**config.mk**
```make
export PLATFORM = sky130hd
export DESIGN_NAME = button_click_classifier
export DESIGN_NICKNAME = d
export VERILOG_FILES = /design/src/rtl/bcc_pkg.sv /design/src/rtl/button_click_classifier.sv /design/src/rtl/bcc_cfg.sv /design/src/rtl/bcc_step.sv
export SDC_FILE = /design/constraint.sdc
export NUM_CORES = 1
export LEC_CHECK = 0
export BUFFER_PORTS_ARGS = -buffer_cell sky130_fd_sc_hd__buf_2
export CAP_MARGIN = 5
export CORE_MARGIN = 10
export CORE_UTILIZATION = 65
export DETAILED_ROUTE_END_ITERATION = 10
export HOLD_SLACK_MARGIN = 0.05
export PLACE_DENSITY = 0.85
export SLEW_MARGIN = 10
export SYNTH_ARGS = -nofsm -noshare
export SYNTH_HDL_FRONTEND = slang
export SYNTH_SLANG_ARGS = --single-unit
```
**constraint.sdc**
```tcl
create_clock -name clk -period 9.57 [get_ports clk]
set_clock_uncertainty 0.15 [all_clocks]
set_input_delay 0.957 -clock clk [delete_from_list [all_inputs] [get_ports clk]]
set_output_delay 0.957 -clock clk [all_outputs]
set_load 0.05 [all_outputs]
```
**src/rtl/bcc_pkg.sv**
```systemverilog
// Shared types, codes and reset values for the button click classifier.
// No dependencies; used by every other file in rtl/.
`default_nettype none

package bcc_pkg;

  localparam int unsigned CountW  = 16;
  localparam int unsigned ClicksW = 2;
  localparam int unsigned EventW  = 3;
  localparam int unsigned CfgIdxW = 8;

  localparam logic [CountW-1:0]  CountMax  = {CountW{1'b1}};
  localparam logic [ClicksW-1:0] ClicksMax = {ClicksW{1'b1}};

  // Register indexes on the configuration port
  localparam logic [CfgIdxW-1:0] RegDebounce = 8'd0;
  localparam logic [CfgIdxW-1:0] RegShort    = 8'd1;
  localparam logic [CfgIdxW-1:0] RegLong     = 8'd2;
  localparam logic [CfgIdxW-1:0] RegWindow   = 8'd3;

  // Register reset values
  localparam logic [CountW-1:0] DebounceReset = 16'd20;
  localparam logic [CountW-1:0] ShortReset    = 16'd200;
  localparam logic [CountW-1:0] LongReset     = 16'd600;
  localparam logic [CountW-1:0] WindowReset   = 16'd300;

  // Event codes
  localparam logic [EventW-1:0] EvNone   = 3'd0;
  localparam logic [EventW-1:0] EvShort  = 3'd1;
  localparam logic [EventW-1:0] EvLong   = 3'd2;
  localparam logic [EventW-1:0] EvDouble = 3'd3;
  localparam logic [EventW-1:0] EvTriple = 3'd4;

  typedef enum logic [4:0] {
    PH_IDLE     = 5'b00001,
    PH_DEBOUNCE = 5'b00010,
    PH_PRESSED  = 5'b00100,
    PH_HOLD     = 5'b01000,
    PH_WAIT     = 5'b10000
  } phase_t;

  typedef struct packed {
    logic [CountW-1:0] debounce_ticks;
    logic [CountW-1:0] short_press_limit;
    logic [CountW-1:0] long_press_ticks;
    logic [CountW-1:0] click_window_ticks;
  } cfg_t;

  typedef struct packed {
    phase_t             phase;
    logic [CountW-1:0]  tick_count;
    logic [ClicksW-1:0] clicks;
  } state_t;

endpackage

`default_nettype wire

```
**src/rtl/button_click_classifier.sv**
```systemverilog
// Button click classifier, top level: sample register, state registers, event register.
// Depends on bcc_pkg, bcc_cfg and bcc_step.
`default_nettype none

// One item on the sample channel is one tick of the debounced-button clock: the
// sampled level of an active-high button. Every accepted sample yields exactly
// one item on the event channel, in order: 0 none, 1 single click, 2 long press,
// 3 double click, 4 triple click. A press must hold for debounce_ticks to count;
// a hold reaching long_press_ticks reports a long press once; releases before
// short_press_limit are gathered as clicks (saturating at three) and reported
// once click_window_ticks pass with no new press. A release between the short
// and long limits is dropped without an event.
// Timing: a sample is registered on acceptance, processed by the state update
// and lands in the event register; one sample can be taken every cycle while
// the event register is not held by event_stall. The event register holds a
// result while event_stall is high; the sample register then fills and
// sample_stall rises. Configuration registers (index 0 debounce, 1 short limit,
// 2 long press, 3 click window; other indexes ignored) are always ready and
// should only be written with no samples in flight.

module button_click_classifier (
  input  wire logic                        clk,
  input  wire logic                        rst,
  // sample channel
  input  wire logic                        sample_valid,
  output logic                             sample_stall,
  input  wire logic                        pressed,
  // event channel
  output logic                             event_valid,
  input  wire logic                        event_stall,
  output logic [bcc_pkg::EventW-1:0]       event_code,
  // configuration write channel
  input  wire logic                        cfg_valid,
  output logic                             cfg_ready,
  input  wire logic [bcc_pkg::CfgIdxW-1:0] cfg_index,
  input  wire logic [bcc_pkg::CountW-1:0]  cfg_data
);

  bcc_pkg::cfg_t   cfg;
  bcc_pkg::state_t state;
  bcc_pkg::state_t state_next;
  logic [bcc_pkg::EventW-1:0] event_next;

  logic s1_valid;
  logic s1_pressed;
  logic advance;   // event register free to take the next result
  logic take;      // sample accepted this cycle

  assign cfg_ready    = 1'b1;
  assign advance      = !event_valid || !event_stall;
  assign sample_stall = s1_valid && !advance;
  assign take         = sample_valid && !sample_stall;

  bcc_cfg u_cfg (
    .clk      (clk),
    .rst      (rst),
    .wr_en    (cfg_valid && cfg_ready),
    .wr_index (cfg_index),
    .wr_data  (cfg_data),
    .cfg      (cfg)
  );

  bcc_step u_step (
    .cur        (state),
    .cfg        (cfg),
    .pressed    (s1_pressed),
    .nxt        (state_next),
    .event_next (event_next)
  );

  // sample register
  always_ff @(posedge clk) begin
    if (rst) begin
      s1_valid <= 1'b0;
    end else if (take) begin
      s1_valid <= 1'b1;
    end else if (advance) begin
      s1_valid <= 1'b0;
    end
  end

  always_ff @(posedge clk) begin
    if (take) begin
      s1_pressed <= pressed;
    end
  end

  // classifier state: moves only when a sample goes through to the event register
  always_ff @(posedge clk) begin
    if (rst) begin
      state.phase      <= bcc_pkg::PH_IDLE;
      state.tick_count <= '0;
      state.clicks     <= '0;
    end else if (s1_valid && advance) begin
      state <= state_next;
    end
  end

  // event register
  always_ff @(posedge clk) begin
    if (rst) begin
      event_valid <= 1'b0;
    end else if (advance) begin
      event_valid <= s1_valid;
    end
  end

  always_ff @(posedge clk) begin
    if (s1_valid && advance) begin
      event_code <= event_next;
    end
  end

  // A processed sample always leaves a result behind.
  a_result_follows: assert property (@(posedge clk) disable iff (rst)
    (s1_valid && advance) |=> event_valid)
    else $error("processed sample left no event");

  // A sample blocked by the event register stays put.
  a_sample_held: assert property (@(posedge clk) disable iff (rst)
    sample_stall |=> (s1_valid && $stable(s1_pressed)))
    else $error("blocked sample lost");

  // Any phase past debounce carries at least one click.
  a_clicks_live: assert property (@(posedge clk) disable iff (rst)
    (state.phase == bcc_pkg::PH_PRESSED || state.phase == bcc_pkg::PH_HOLD ||
     state.phase == bcc_pkg::PH_WAIT) |-> (state.clicks != '0))
    else $error("no click counted in an active phase");

  // Idle always starts from a cleared timer.
  a_idle_timer: assert property (@(posedge clk) disable iff (rst)
    (state.phase == bcc_pkg::PH_IDLE) |-> (state.tick_count == '0))
    else $error("timer not cleared in idle");

endmodule

`default_nettype wire

```
**src/rtl/bcc_cfg.sv**
```systemverilog
// Configuration register file: four 16-bit thresholds, written one at a time.
// Depends on bcc_pkg.
`default_nettype none

module bcc_cfg (
  input  wire logic                        clk,
  input  wire logic                        rst,
  input  wire logic                        wr_en,
  input  wire logic [bcc_pkg::CfgIdxW-1:0] wr_index,
  input  wire logic [bcc_pkg::CountW-1:0]  wr_data,
  output bcc_pkg::cfg_t                    cfg
);

  always_ff @(posedge clk) begin
    if (rst) begin
      cfg.debounce_ticks     <= bcc_pkg::DebounceReset;
      cfg.short_press_limit  <= bcc_pkg::ShortReset;
      cfg.long_press_ticks   <= bcc_pkg::LongReset;
      cfg.click_window_ticks <= bcc_pkg::WindowReset;
    end else if (wr_en) begin
      case (wr_index)
        bcc_pkg::RegDebounce: cfg.debounce_ticks     <= wr_data;
        bcc_pkg::RegShort:    cfg.short_press_limit  <= wr_data;
        bcc_pkg::RegLong:     cfg.long_press_ticks   <= wr_data;
        bcc_pkg::RegWindow:   cfg.click_window_ticks <= wr_data;
        default: ;  // unknown index: dropped
      endcase
    end
  end

endmodule

`default_nettype wire

```
**src/rtl/bcc_step.sv**
```systemverilog
// Next-state and event logic for one tick of the click classifier.
// Purely combinational; depends on bcc_pkg.
`default_nettype none

module bcc_step (
  input  wire bcc_pkg::state_t            cur,
  input  wire bcc_pkg::cfg_t              cfg,
  input  wire logic                       pressed,
  output bcc_pkg::state_t                 nxt,
  output logic [bcc_pkg::EventW-1:0]      event_next
);

  logic [bcc_pkg::CountW-1:0] cnt_inc;
  logic [bcc_pkg::EventW-1:0] click_ev;

  // saturating tick counter
  assign cnt_inc = (cur.tick_count != bcc_pkg::CountMax) ?
                   cur.tick_count + 1'b1 : cur.tick_count;

  always_comb begin
    case (cur.clicks)
      2'd0:    click_ev = bcc_pkg::EvNone;
      2'd1:    click_ev = bcc_pkg::EvShort;
      2'd2:    click_ev = bcc_pkg::EvDouble;
      default: click_ev = bcc_pkg::EvTriple;
    endcase
  end

  always_comb begin
    nxt        = cur;
    event_next = bcc_pkg::EvNone;
    case (cur.phase)
      bcc_pkg::PH_IDLE: begin
        if (pressed) begin
          nxt.phase      = bcc_pkg::PH_DEBOUNCE;
          nxt.tick_count = '0;
        end
      end
      bcc_pkg::PH_DEBOUNCE: begin
        nxt.tick_count = cnt_inc;
        if (pressed) begin
          if (cnt_inc >= cfg.debounce_ticks) begin
            nxt.phase      = bcc_pkg::PH_PRESSED;
            nxt.tick_count = '0;
            if (cur.clicks != bcc_pkg::ClicksMax) nxt.clicks = cur.clicks + 1'b1;
          end
        end else begin
          nxt.phase      = bcc_pkg::PH_IDLE;
          nxt.tick_count = '0;
        end
      end
      bcc_pkg::PH_PRESSED: begin
        nxt.tick_count = cnt_inc;
        if (!pressed) begin
          if (cnt_inc < cfg.short_press_limit) begin
            nxt.phase = bcc_pkg::PH_WAIT;
          end else begin
            nxt.phase  = bcc_pkg::PH_IDLE;
            nxt.clicks = '0;
          end
          nxt.tick_count = '0;
        end else if (cnt_inc >= cfg.long_press_ticks) begin
          event_next = bcc_pkg::EvLong;
          nxt.phase  = bcc_pkg::PH_HOLD;
        end
      end
      bcc_pkg::PH_HOLD: begin
        if (!pressed) begin
          nxt.phase      = bcc_pkg::PH_IDLE;
          nxt.tick_count = '0;
          nxt.clicks     = '0;
        end
      end
      bcc_pkg::PH_WAIT: begin
        nxt.tick_count = cnt_inc;
        if (pressed) begin
          if (cnt_inc >= cfg.click_window_ticks) begin
            event_next = click_ev;
            nxt.clicks = '0;
          end
          nxt.phase      = bcc_pkg::PH_DEBOUNCE;
          nxt.tick_count = '0;
        end else if (cnt_inc >= cfg.click_window_ticks) begin
          event_next     = click_ev;
          nxt.phase      = bcc_pkg::PH_IDLE;
          nxt.tick_count = '0;
          nxt.clicks     = '0;
        end
      end
      default: begin
        nxt.phase = bcc_pkg::PH_IDLE;
      end
    endcase
  end

endmodule

`default_nettype wire

```
Yosys cells after proc, flatten, opt, wreduce, memory -nomap -nowiden
Index checks and enable logic that the tools add are counted.

Register bits: 93. Input bits: 30.

$add $sub $neg: 2. $lt $le $gt $ge: 4. Eq/ne operators: 23. Multiplexer cells: 25. Reductions and logical operators: 20.

Operator list (number): 23-bit two-way mux (4); 16-bit case mux with 5 select lines (1); 16-bit >= comparator (3); 21-bit two-way mux (2); 5-bit case mux with 5 select lines (1); 18-bit two-way mux (1); 16-bit by 1-bit adder with 16-bit output (second input constant) (1); 8-bit by 2-bit equality test with 1-bit output (second input constant) (2); 16-bit < comparator (1); 16-bit two-way mux (1); 16-bit != test (second input constant) (1); 5-bit two-way mux (3); 2-bit two-way mux (6); 2-bit != test (second input constant) (6); 3-bit by 2-bit != test with 1-bit output (second input constant) (3); 3-bit case mux with 3 select lines (1); 9-bit AND reduction (1); 8-bit by 1-bit equality test with 1-bit output (second input constant) (1); 8-bit logical NOT (1); 2-bit case mux with 4 select lines (1); 2-bit AND reduction (4); 2-bit by 1-bit != test with 1-bit output (second input constant) (3); 3-bit case mux with 2 select lines (1); 6-bit AND reduction (1); 18 further kinds (24).

Depth between registers and ports, before layout
Depth after elaboration: 7. Gate-level depth with buffers: 15. Depth with buffers taken out: 15.

Hierarchy
Synthesis repeated with hierarchy kept, for this count alone.

Cell total of the unflattened synthesis: 731. Area, all modules: 6508.7 µm².

By module, submodules not included: bcc_cfg (times used 1, cells each 238, area each 2636.3 µm², seq. area each 1281.2 µm²); bcc_step (times used 1, cells each 377, area each 2613.8 µm², seq. area each 0.0 µm²); button_click_classifier (times used 1, cells each 116, area each 1258.7 µm², seq. area each 620.6 µm²).

Least setup slack after synthesis
Ideal clock, no wire load.

Kind: reg2reg. Start point: register state[2] in the netlist's numbering. End point: register state[19] in the netlist's numbering. Library setup time: 0.132 ns. Arrival time: 3.597 ns. Required time: 9.288 ns. Setup slack: 5.691 ns. Stages on the path, launching flop included: 16. Path buffers: 0. Clock period less this slack: 3.879 ns. Path through: dfxtp_1 ha_1 nand3_1 nor4_4 nor3_1 nand3_1 nor2_1 or2_2 ha_1 a21oi_1 nor2_1 o31ai_1 o211ai_1 o311ai_1 or4_1 a21oi_1.

Cells in the longest elaborated chain, start to end: 5. Elaborated cells between the ends (all ways): 10. Those cells by class: add/sub (1); order compare (3); eq/ne (4); mux (1); reduce/logical (1).

Ends and longest elaborated chain: start, declared (RTL line button_click_classifier.sv:40) `bcc_pkg::state_t state;`; start signal, assigned (RTL line button_click_classifier.sv:95) `state <= state_next;`; 16-bit by 1-bit adder with 16-bit output / 16-bit != test (equally long branches) (RTL line bcc_step.sv:18, bcc_step.sv:17); 16-bit two-way mux * (RTL line bcc_step.sv:17) `assign cnt_inc = (cur.tick_count != bcc_pkg::CountMax) ?`; 16-bit >= comparator (on tied branches) (RTL line bcc_step.sv:62, bcc_step.sv:42, bcc_step.sv:83); 3-bit by 2-bit != test with 1-bit output (no line); 6-bit AND reduction (no line) *.

Every way passes the cells marked *; elsewhere a longest branch is shown, timed or not. A chain may end at the register's enable or synchronous reset.

Worst setup path in the final report
Start point: register state[2] in the netlist's numbering. End point: register state[2] in the netlist's numbering.

Cells in the longest elaborated chain, start to end: 6. Elaborated cells between the ends (all ways): 11. Those cells by class: add/sub (1); order compare (2); eq/ne (1); mux (7).

Ends and longest elaborated chain: 16-bit by 1-bit adder with 16-bit output / 16-bit != test (equally long branches) (RTL line bcc_step.sv:18, bcc_step.sv:17); 16-bit two-way mux * (RTL line bcc_step.sv:17); 16-bit >= comparator (on tied branches) (RTL line bcc_step.sv:83, bcc_step.sv:42); 23-bit two-way mux (on tied branches) (RTL line bcc_step.sv:83, bcc_step.sv:42); 23-bit two-way mux / 21-bit two-way mux (equally long branches) (RTL line bcc_step.sv:76, bcc_step.sv:41); 16-bit case mux with 5 select lines * (RTL line bcc_step.sv:32) `case (cur.phase)`.

Every way passes the cells marked *; elsewhere a longest branch is shown, timed or not. The select of a mux whose other input is x is not followed.

==> results.cfg <==
[placed_design]
placedCellCount = 794
place.gp.congestion = 0.9128
pre_cts_slack_ns = 4.966
port-buffer-count = 34
dp_hpwl_mm = 9.905
place_area_mm2 = 0.005873

[logic_synthesis]
async_flop_share_pct = 0
yosys.area.top_type = dfxtp_1
synth_cell_types = 62
syn_inst = 677
syn_nets = 773
ys_seq_area_share_pct = 33.64
synth-seq-cells = 93
ys_warn_count = 0
yosys_most_used_dff = dfxtp_1
avgSynthCellArea_um2 = 8.352
synth.area.top_cells = dfxtp_1 (32%), ha_1 (15%), mux2i_1 (6.4%)
synth_top_area_share_pct = 31.51
synth_area_mm2 = 0.005654
synth-edff-count = 4

[critical_path]
endpoint_kind = flop
cp-start-kind = flop
crit_required_ns = 9.70
crit_type = flop to flop
critPathArrivalTime_ns = 5.02
path_max_fanout = 10

[die]
pin_count = 36
dieArea_mm2 = 0.01283
core_mm2 = 0.008341
rows = 33
initial_core_util_pct = 67.79
fp.dieH_um = 113.3
die_w_um = 113.3

[detailed_routing]
dr_total_vias = 4836
via_per_inst = 5.970
finalWirelength_mm = 13.63
first_pass_iters = 4
wire_per_inst_um = 16.83
drtAntennaViolNets = 0
drc_errors = 0
drt_iter0_drc = 347

[global_routing]
grt_max_degree = 86
grt_usage_pct = 21.66
grt_pass1_vias = 4797
grt_antenna_before_repair = 0
grt_pass1_wl_mm = 23.43
grt-ovfl-total = 0

[cts]
cts.sinks = 93
cts_setup_buffers = 0
ctsLongestPathBuffers = 2
holdBufCountCts = 0
clk_pin_slew_ns = 0.09
tritoncts = built
cts_resized = 0
root_buffer = clkbuf_8
clock_latency_ns = 0.37
htreeDepth = 3
cts_inserted_buffers = 9

[sta]
timing.hold.ws_ns = 0.3070
relSlewSlack_pct = 17.35
slew_viol_final = 0
fin_tns_setup_ns = 0
hold_viol = 0
fin_ws_ns = 4.686
timing.final.crit_share_pct = 51.03
worstMarginPinSlew_ns = 1.236
setup_viol_count_final = 0
min_period_ns = 4.884
rsz0062_at_grt = no
clock.fmax_mhz = 204.8

[final_layout]
final_cell_mix = dfxtp_1 (89), nor2_1 (87), inv_1 (72)
design_area_mm2 = 0.006120
final_nets = 796
antenna_cells = 0
drive_gt1_share_pct = 9.787
final_common_cell = dfxtp_1
areaGrowthSynthToFinish_pct = 8.232
stdcell_count = 810

[outcome]
run_status = completed

[power_and_ir_drop]
power_leakage_nw = 2.841
pwr_density_cell_mw_per_mm2 = 124.0
peakVddDrop_mv = 0.09300

[min_path]
hold_class = flop to flop

[run]
maxCapViolations = 0
==> per-stage QoR <==
stage | total power, mW | util (%)
6_report | 0.7590 | 73.37
5_1_grt | 0.7823 | 73.37
4_1_cts | 0.7607 | 73.37
3_5_place_dp | 0.4461 | 70.42
3_3_place_gp | 0.4444 | 70.42
2_1_floorplan | 0.4304 | -
==> worst max-delay path: stages, from the launching register on <==
cell       delay [ns]
dfxtp_1          0.48
ha_1             0.26
nand3_1          0.20
nor4_4           0.52
nor3_1           0.23
xor2_1           0.44
ha_1             0.35
a2111oi_0        0.36
o21ai_0          0.20
a211oi_1         0.29
o21ai_0          0.25
o211ai_1         0.45
a21oi_1          0.30
nor3_1           0.29
==> metal layers <==
| layer | share of wire, % | track usage (%) | vias to the layer above |
|---|---|---|---|
| li1 | - | - | 2386 |
| met1 | 45 | 28.72 | 2275 |
| met2 | 47 | 35.37 | 158 |
| met3 | 7.1 | 4.226 | 17 |
| met4 | 1.0 | 4.907 | 0 |
| met5 | 0 | 0 | - |
==> where the power goes <==
group / internal [mW] / leakage, nW / switching (mW) / total [mW]
logic: 0.0138 / 1.96 / 0.0283 / 0.0421
clock network: 0.180 / 0.123 / 0.141 / 0.321
registers: 0.392 / 0.754 / 0.00404 / 0.396
total: 0.586 / 2.84 / 0.173 / 0.759
==> logic make-up after synthesis <==
kind of cell,share of synthesized area [%]
muxes,6.971
DFF,33.64
AOI/OAI and AO/OA,15.00
buffers and inverters,6.860
xor gates and xnor gates,3.563
and+or+nand+nor,19.30
adders and majority gates,14.60
other,0.06632
==> state kept, by name (all words and copies together) (netlist names) <==
| signal | flops |
|---|---|
| u_cfg.cfg | 64 |
| s1_valid | 1 |
| s1_pressed | 1 |
| event_valid | 1 |
| event_code | 3 |
| state | 23 |
==> Yosys cell counts, drive strengths merged, types with 3 or more instances <==
library cell  instances
nand3                13
dfxtp                89
nand4                 7
a211o                14
and2                  3
a22o                  4
mux2i                36
xnor2                 8
a2111oi               3
nor3                 20
nor3b                 5
and3                  6
o211ai                6
mux2                  3
nor2                 87
nor2b                 6
nand2                58
inv                  72
edfxtp                4
and4                  3
buf                   8
or2                   4
clkbuf               18
ha                   66
nor4                  3
o21ai                24
a21o                  8
o21a                  5
a21oi                44
a211oi                3
xor2                 15
==> final cells by class <==
cell class	count	area, µm²
tap	105	131.4
multi-input combinational	486	3369
timing repair buffer	38	200.2
clock inverter	6	108.9
clock buffer	10	137.6
sequential	93	1902
fill	639	2221
inverter	72	270.3
==> final timing paths <==
path / cells past startpoint / slack (ns) / start / endpoint
worst max register to register: 13 / 4.69 / state[2] / state[2]
worst min register to register: 2 / 0.31 / u_cfg.cfg[26] / u_cfg.cfg[26]
worst max-delay path: 13 / 4.69 / state[2] / state[2]
worst min-delay path: 2 / 0.31 / u_cfg.cfg[26] / u_cfg.cfg[26]
No activity file was read; power rests on OpenSTA's default activity.
